## src/rtl/lgs_pkg.sv

```systemverilog
// ----------------------------------------------------------------------------
// lgs_pkg
// Shared types and constants of the Laplace Gauss-Seidel grid solver
// ----------------------------------------------------------------------------
package lgs_pkg;

  localparam int FIELD_BITS    = 24;
  localparam int GS_BITS       = 9;
  localparam int CFG_IDX_BITS  = 4;

  typedef logic [FIELD_BITS-1:0] value_t;

  // request kinds
  localparam logic [1:0] KIND_INIT  = 2'd0;
  localparam logic [1:0] KIND_SWEEP = 2'd1;
  localparam logic [1:0] KIND_READ  = 2'd2;

  // configuration register indexes
  localparam logic [CFG_IDX_BITS-1:0] CFG_GRID_SIZE      = 4'd0;
  localparam logic [CFG_IDX_BITS-1:0] CFG_TOP_VALUE      = 4'd1;
  localparam logic [CFG_IDX_BITS-1:0] CFG_EDGE_VALUE     = 4'd2;
  localparam logic [CFG_IDX_BITS-1:0] CFG_INTERIOR_START = 4'd3;

  // reset values
  localparam logic [GS_BITS-1:0] RST_GRID_SIZE      = 9'd148;
  localparam value_t             RST_TOP_VALUE      = 24'd6553600;
  localparam value_t             RST_EDGE_VALUE     = 24'd0;
  localparam value_t             RST_INTERIOR_START = 24'd65536;

  typedef struct packed {
    logic [1:0] kind;
    logic [7:0] row;
    logic [7:0] col;
  } req_t;

  typedef struct packed {
    value_t     cell_value;
    logic [1:0] done_kind;
    logic       out_of_range;
  } rsp_t;

  typedef struct packed {
    logic [GS_BITS-1:0] grid_size;
    value_t             top_value;
    value_t             edge_value;
    value_t             interior_start;
  } cfg_t;

endpackage

```

## src/rtl/lgs_cfg.sv

```systemverilog
// ----------------------------------------------------------------------------
// lgs_cfg
// Configuration register file of the grid solver
// ----------------------------------------------------------------------------
module lgs_cfg (
  input  logic                             clk_i,
  input  logic                             rst_ni,
  input  logic                             cfg_valid_i,
  output logic                             cfg_ready_o,
  input  logic [lgs_pkg::CFG_IDX_BITS-1:0] cfg_index_i,
  input  lgs_pkg::value_t                  cfg_data_i,
  output lgs_pkg::cfg_t                    cfg_o
);

  lgs_pkg::cfg_t cfg_d, cfg_q;

  assign cfg_ready_o = 1'b1;
  assign cfg_o       = cfg_q;

  always_comb begin
    cfg_d = cfg_q;
    if (cfg_valid_i) begin
      case (cfg_index_i)
        lgs_pkg::CFG_GRID_SIZE:      cfg_d.grid_size      = cfg_data_i[lgs_pkg::GS_BITS-1:0];
        lgs_pkg::CFG_TOP_VALUE:      cfg_d.top_value      = cfg_data_i;
        lgs_pkg::CFG_EDGE_VALUE:     cfg_d.edge_value     = cfg_data_i;
        lgs_pkg::CFG_INTERIOR_START: cfg_d.interior_start = cfg_data_i;
        default: begin
        end
      endcase
    end
  end

  always_ff @(posedge clk_i or negedge rst_ni) begin
    if (!rst_ni) begin
      cfg_q.grid_size      <= lgs_pkg::RST_GRID_SIZE;
      cfg_q.top_value      <= lgs_pkg::RST_TOP_VALUE;
      cfg_q.edge_value     <= lgs_pkg::RST_EDGE_VALUE;
      cfg_q.interior_start <= lgs_pkg::RST_INTERIOR_START;
    end else begin
      cfg_q <= cfg_d;
    end
  end

endmodule

```

## config.mk

```make
export PLATFORM = sky130hd
export DESIGN_NAME = lgs_cfg
export DESIGN_NICKNAME = d
export VERILOG_FILES = /design/src/rtl/lgs_pkg.sv /design/src/rtl/lgs_cfg.sv
export SDC_FILE = /design/constraint.sdc
export NUM_CORES = 1
export LEC_CHECK = 0
export ABC_AREA = 1
export BUFFER_PORTS_ARGS = -buffer_cell sky130_fd_sc_hd__buf_2
export CORE_ASPECT_RATIO = 1.5
export CORE_MARGIN = 10
export CORE_UTILIZATION = 45
export DETAILED_ROUTE_END_ITERATION = 16
export PLACE_DENSITY = 0.81
export SLEW_MARGIN = 20
export SYNTH_ARGS = -nofsm -noshare
export SYNTH_HDL_FRONTEND = slang
export SYNTH_SLANG_ARGS = --single-unit
```

## constraint.sdc

```tcl
create_clock -name clk_i -period 0.8 [get_ports clk_i]
set_input_delay 0.08 -clock clk_i [delete_from_list [all_inputs] [get_ports clk_i]]
set_output_delay 0.08 -clock clk_i [all_outputs]
set_load 0.01 [all_outputs]
```

After elaboration in Yosys (flattened, before gate mapping)
Cells that the tools add are included.
- word-level logic and storage cells: 12
- input bits: 31
- bits in registers: 81
- output and inout port bits: 82
- equality and inequality tests: 3
- reduce and logical (&&, ||, !) cells: 5
- operators with widths (operator ; count):
    equality test 4 x 2 -> 1 bit (second input constant) ; 2
    AND reduction 2 bit ; 4
    equality test 4 x 1 -> 1 bit (second input constant) ; 1
    zero test 4 bit ; 1

Depth between registers and ports, before layout
- depth after elaboration: 2
- mapped depth: 7
- gate-level depth less buffers: 5

Worst setup path after synthesis
Ideal clock, no wire load.
- path type: input to register
- start point: input port cfg_index_i[1] (netlist name)
- end point: register cfg_q (netlist bit cfg_o[27])
- arrival time: 0.714 ns
- stages on the path: 7
- setup slack: -0.031 ns
- library setup time: 0.117 ns
- buffers on the path: 2
- required time: 0.683 ns
- cell sequence: buf_4 -> nand2_1 -> inv_2 -> nand3_4 -> buf_6 -> nand2_1 -> nand2_1
- longest elaborated chain between the ends: 2
- RTL lines (item ; line ; text):
    start, declared ; lgs_cfg.sv:10 ; input logic [lgs_pkg::CFG_IDX_BITS-1:0] cfg_index_i,
    equality test 4 x 2 -> 1 bit ; lgs_cfg.sv:23 ; case (cfg_index_i)
    AND reduction 2 bit (no source line) ; - ;
    end signal, assigned ; lgs_cfg.sv:41 ; cfg_q <= cfg_d;
    end, declared ; lgs_cfg.sv:15 ; lgs_pkg::cfg_t cfg_d, cfg_q;
Every way passes these cells.
A chain may end at the register's enable or synchronous reset.

Worst setup path in the final report
- start point: register cfg_q (netlist bit cfg_o[69])
- end point: output port cfg_o[69] (netlist name)
- RTL lines (item ; line ; text):
    end, declared ; lgs_cfg.sv:12 ; output lgs_pkg::cfg_t cfg_o
No word-level cell between the ends.

==> results.sh <==
export IMPL_status="complete, but fails checks"
export IMPL_violations="setup timing"
export IMPL_path_cells="buf_6"
export IMPL_startpoint="cfg_o[69]"
export IMPL_clockPowerShare_pct=28.5
export IMPL_chipHeight_um=127.2
export IMPL_core_um2=7564
export IMPL_slew_viol_final=0
export IMPL_min_path_cells=3
export IMPL_insertion_delay_ns=0.33
export IMPL_globalRouteMet1Util_pct=21.14
export IMPL_gp_congestion=0.9322
export IMPL_cts_root_buf="clkbuf_16"
export IMPL_synth_area_leaders="dfrtp_1, nand2_1, nand4_1"
export IMPL_gr_usage_met3_pct=5.862
export IMPL_antenna_cells=0
export IMPL_cp_depth=1
export IMPL_yosys_area_top_type="dfrtp_1"
export IMPL_switching_share_pct=29.94
export IMPL_cts_tree="built"
export IMPL_synth_distinct_cells=17
export IMPL_cp_end_kind="output port"
export IMPL_p_seq_share_pct=40.4
export IMPL_top_usage_layer="met2"
export IMPL_period_share_pct=134.5
export IMPL_grt_start_max_net_pins=45
export IMPL_n_fill_cell=511
export IMPL_p_switching_mw=4.109
export IMPL_setup_viol=97
export IMPL_critPathArrivalTime_ns=1.00
export IMPL_worst_path_buf_inv=1
export IMPL_max_vdd_ir_drop_mv=1.648
export IMPL_cts_buffers_inserted=9
export IMPL_synth_seq_cells=81
export IMPL_p_int_mw=9.616
export IMPL_cts_num_sinks=81
export IMPL_die_width_um=91.44
export IMPL_hold_class="input port to flip-flop"
export IMPL_avgSynthCellArea_um2=9.310
export IMPL_drive_gt1_share_pct=43.01
export IMPL_pwr_share_comb_pct=31.1
export IMPL_num_rows=39
export IMPL_ys_seq_area_share_pct=59.10
export IMPL_io_buffers=111
export IMPL_firstDrtPassIters=5
export IMPL_rsz0062_at_grt="true"
export IMPL_syn_inst=370
export IMPL_hold_viol=0
export IMPL_timing_fmax_ghz=0.9294
export IMPL_critPathCapture="cfg_o[69]"
export IMPL_grt_pass1_wl_um=18550
export IMPL_drcViolationCount=0
export IMPL_cpMaxStageDelayCell="dfstp_2"
export IMPL_hold_worst_slack_ns=0.02032
export IMPL_start_util_pct=45.54
export IMPL_dpl_cell_area_um2=4290
export IMPL_ant_nets=0
export IMPL_clk_path_buf_depth=2
export IMPL_drtIter0Drc=311
export IMPL_viasPerCell=5.386
export IMPL_final_nets=584
export IMPL_fin_tns_setup_ns=-12.39
export IMPL_drt_total_wl_um=12280
export IMPL_r2r_cells=4
export IMPL_dieArea_um2=11630
export IMPL_stdcell_area_um2=5320
export IMPL_r2r_slack_ns=-0.06
export IMPL_fin_skew_ns=0
export IMPL_vias=3555
export IMPL_grt_use_met2_pct=34.62
export IMPL_crit_fanout=2
export IMPL_areaGrowthSynthToFinish_pct=54.45
export IMPL_fin_util_pct=70.34
export IMPL_syn_nets=401
export IMPL_path_class="flip-flop to output port"
export IMPL_antenna_found_initial=0
export IMPL_timing_final_ws_setup_ns=-0.2760
export IMPL_r2r_end="cfg_o[35]"
export IMPL_max_cap_violations=0
export IMPL_grt_usage_pct=19.74
export IMPL_h_tree_depth=3
export IMPL_grt_pass1_vias=3597
export IMPL_period_needed_ns=1.076
export IMPL_cpPeakStageDelay_ns=0.56
export IMPL_ys_warn_count=0
export IMPL_synth_top_cell_area_share_pct=53.76
export IMPL_place_detailed_hpwl_um=7831
export IMPL_pwr_density_cell_nw_per_um2=2580
export IMPL_leakage_nw=2.923
export IMPL_cp_top_family="flip-flops"
export IMPL_synthesis_area_um2=3445
export IMPL_critical_path_required_ns=0.72
export IMPL_wire_per_inst_um=18.61
export IMPL_ioPinCount=113
export IMPL_largest_reg_flops=81
export IMPL_rr_startpoint="cfg_o[35]"
export IMPL_path_clk_slew_ns=0.06
export IMPL_cp_start_kind="flip-flop"
export IMPL_grt_remaining_overflow=0
## cell usage after synthesis
cell type  count
conb_1         1
clkinv_1       1
buf_4         12
nand3_4        1
buf_6          3
nor2_2         1
nand2_1      164
inv_1          2
buf_2          9
nand4_1       81
dfrtp_1       74
inv_2          2
clkbuf_1       7
nand3_2        3
dfstp_2        7
nor2_1         1
nor2_4         1
## per-stage QoR
step           power, mW  setup WS (ns)  std cells
3_3_place_gp       8.209        -0.1676        581
5_1_grt            14.39        -0.2927        660
4_1_cts            13.03        -0.2581        637
2_1_floorplan      6.746       0.003935        370
3_5_place_dp       8.312        -0.2162        581
6_report           13.72        -0.2760        660
## area by class of cell
type | instances | area [um2] | area share, %
Clock inverter | 2 | 12.51 | 0.2352
Timing Repair Buffer | 203 | 1629 | 30.62
Clock buffer | 14 | 274.0 | 5.151
Sequential cell | 81 | 2036 | 38.26
Inverter | 5 | 18.77 | 0.3528
Tap cell | 102 | 127.6 | 2.399
Multi-Input combinational cell | 253 | 1222 | 22.98
## worst min-delay path by stage
stage                    from        end
5_1_grt         cfg_data_i[2]  cfg_o[74]
3_5_place_dp           rst_ni   cfg_o[0]
3_3_place_gp           rst_ni   cfg_o[1]
6_report        cfg_data_i[4]  cfg_o[76]
4_1_cts        cfg_data_i[22]  cfg_o[70]
2_1_floorplan          rst_ni   cfg_o[0]
## cell usage in the layout (no fill, tap or decap)
cell           instances
nor2_1                 1
nor2_2                 1
inv_2                  2
nor2_4                 1
buf_2                 76
nand4_1               81
buf_12                11
nand3_2                3
dlygate4sd3_1          3
conb_1                 1
nand2_1              153
clkbuf_8               3
buf_6                 40
dfrtp_1               74
clkbuf_16              9
clkbuf_1               2
buf_4                 73
dfstp_2                7
nand2_2               11
clkinv_2               1
nand3_4                1
clkinv_1               1
inv_1                  2
clkinvlp_4             1
## timing repair
| action | in CTS | in global routing |
|---|---|---|
| hold buffers | 3 | 0 |
| setup buffers | 37 | 23 |
| gates resized for setup | 22 | 32 |
| pin swaps | 0 | 2 |
| endpoints found under the hold margin | 83 | 0 |
| setup endpoints to repair | 81 | 82 |
## layer usage
layer  wire length [um]  part of all wire (%)  vias to the layer above
met5                  0                     0                        -
li1                   -                     -                     1620
met4                370                   3.0                        0
met2               6469                    53                      193
met1               4353                    35                     1711
met3               1087                   8.9                       31
## cell families after synthesis
logic type | after synthesis | synth area share, %
other | 1 | 0.1089
buffers and inverters | 36 | 6.212
flip-flops | 81 | 59.10
AND/OR/NAND/NOR | 252 | 34.58
## power by group through the flow
stage | clock, mW | sequential, mW | combinational [mW]
floorplan | 0 | 5.89 | 0.859
global placement | 0 | 5.49 | 2.72
detailed placement | 0 | 5.53 | 2.79
CTS | 3.95 | 5.47 | 3.61
global route | 4.17 | 5.62 | 4.61
finish | 3.91 | 5.55 | 4.27
(Power assumes the default switching activity.)
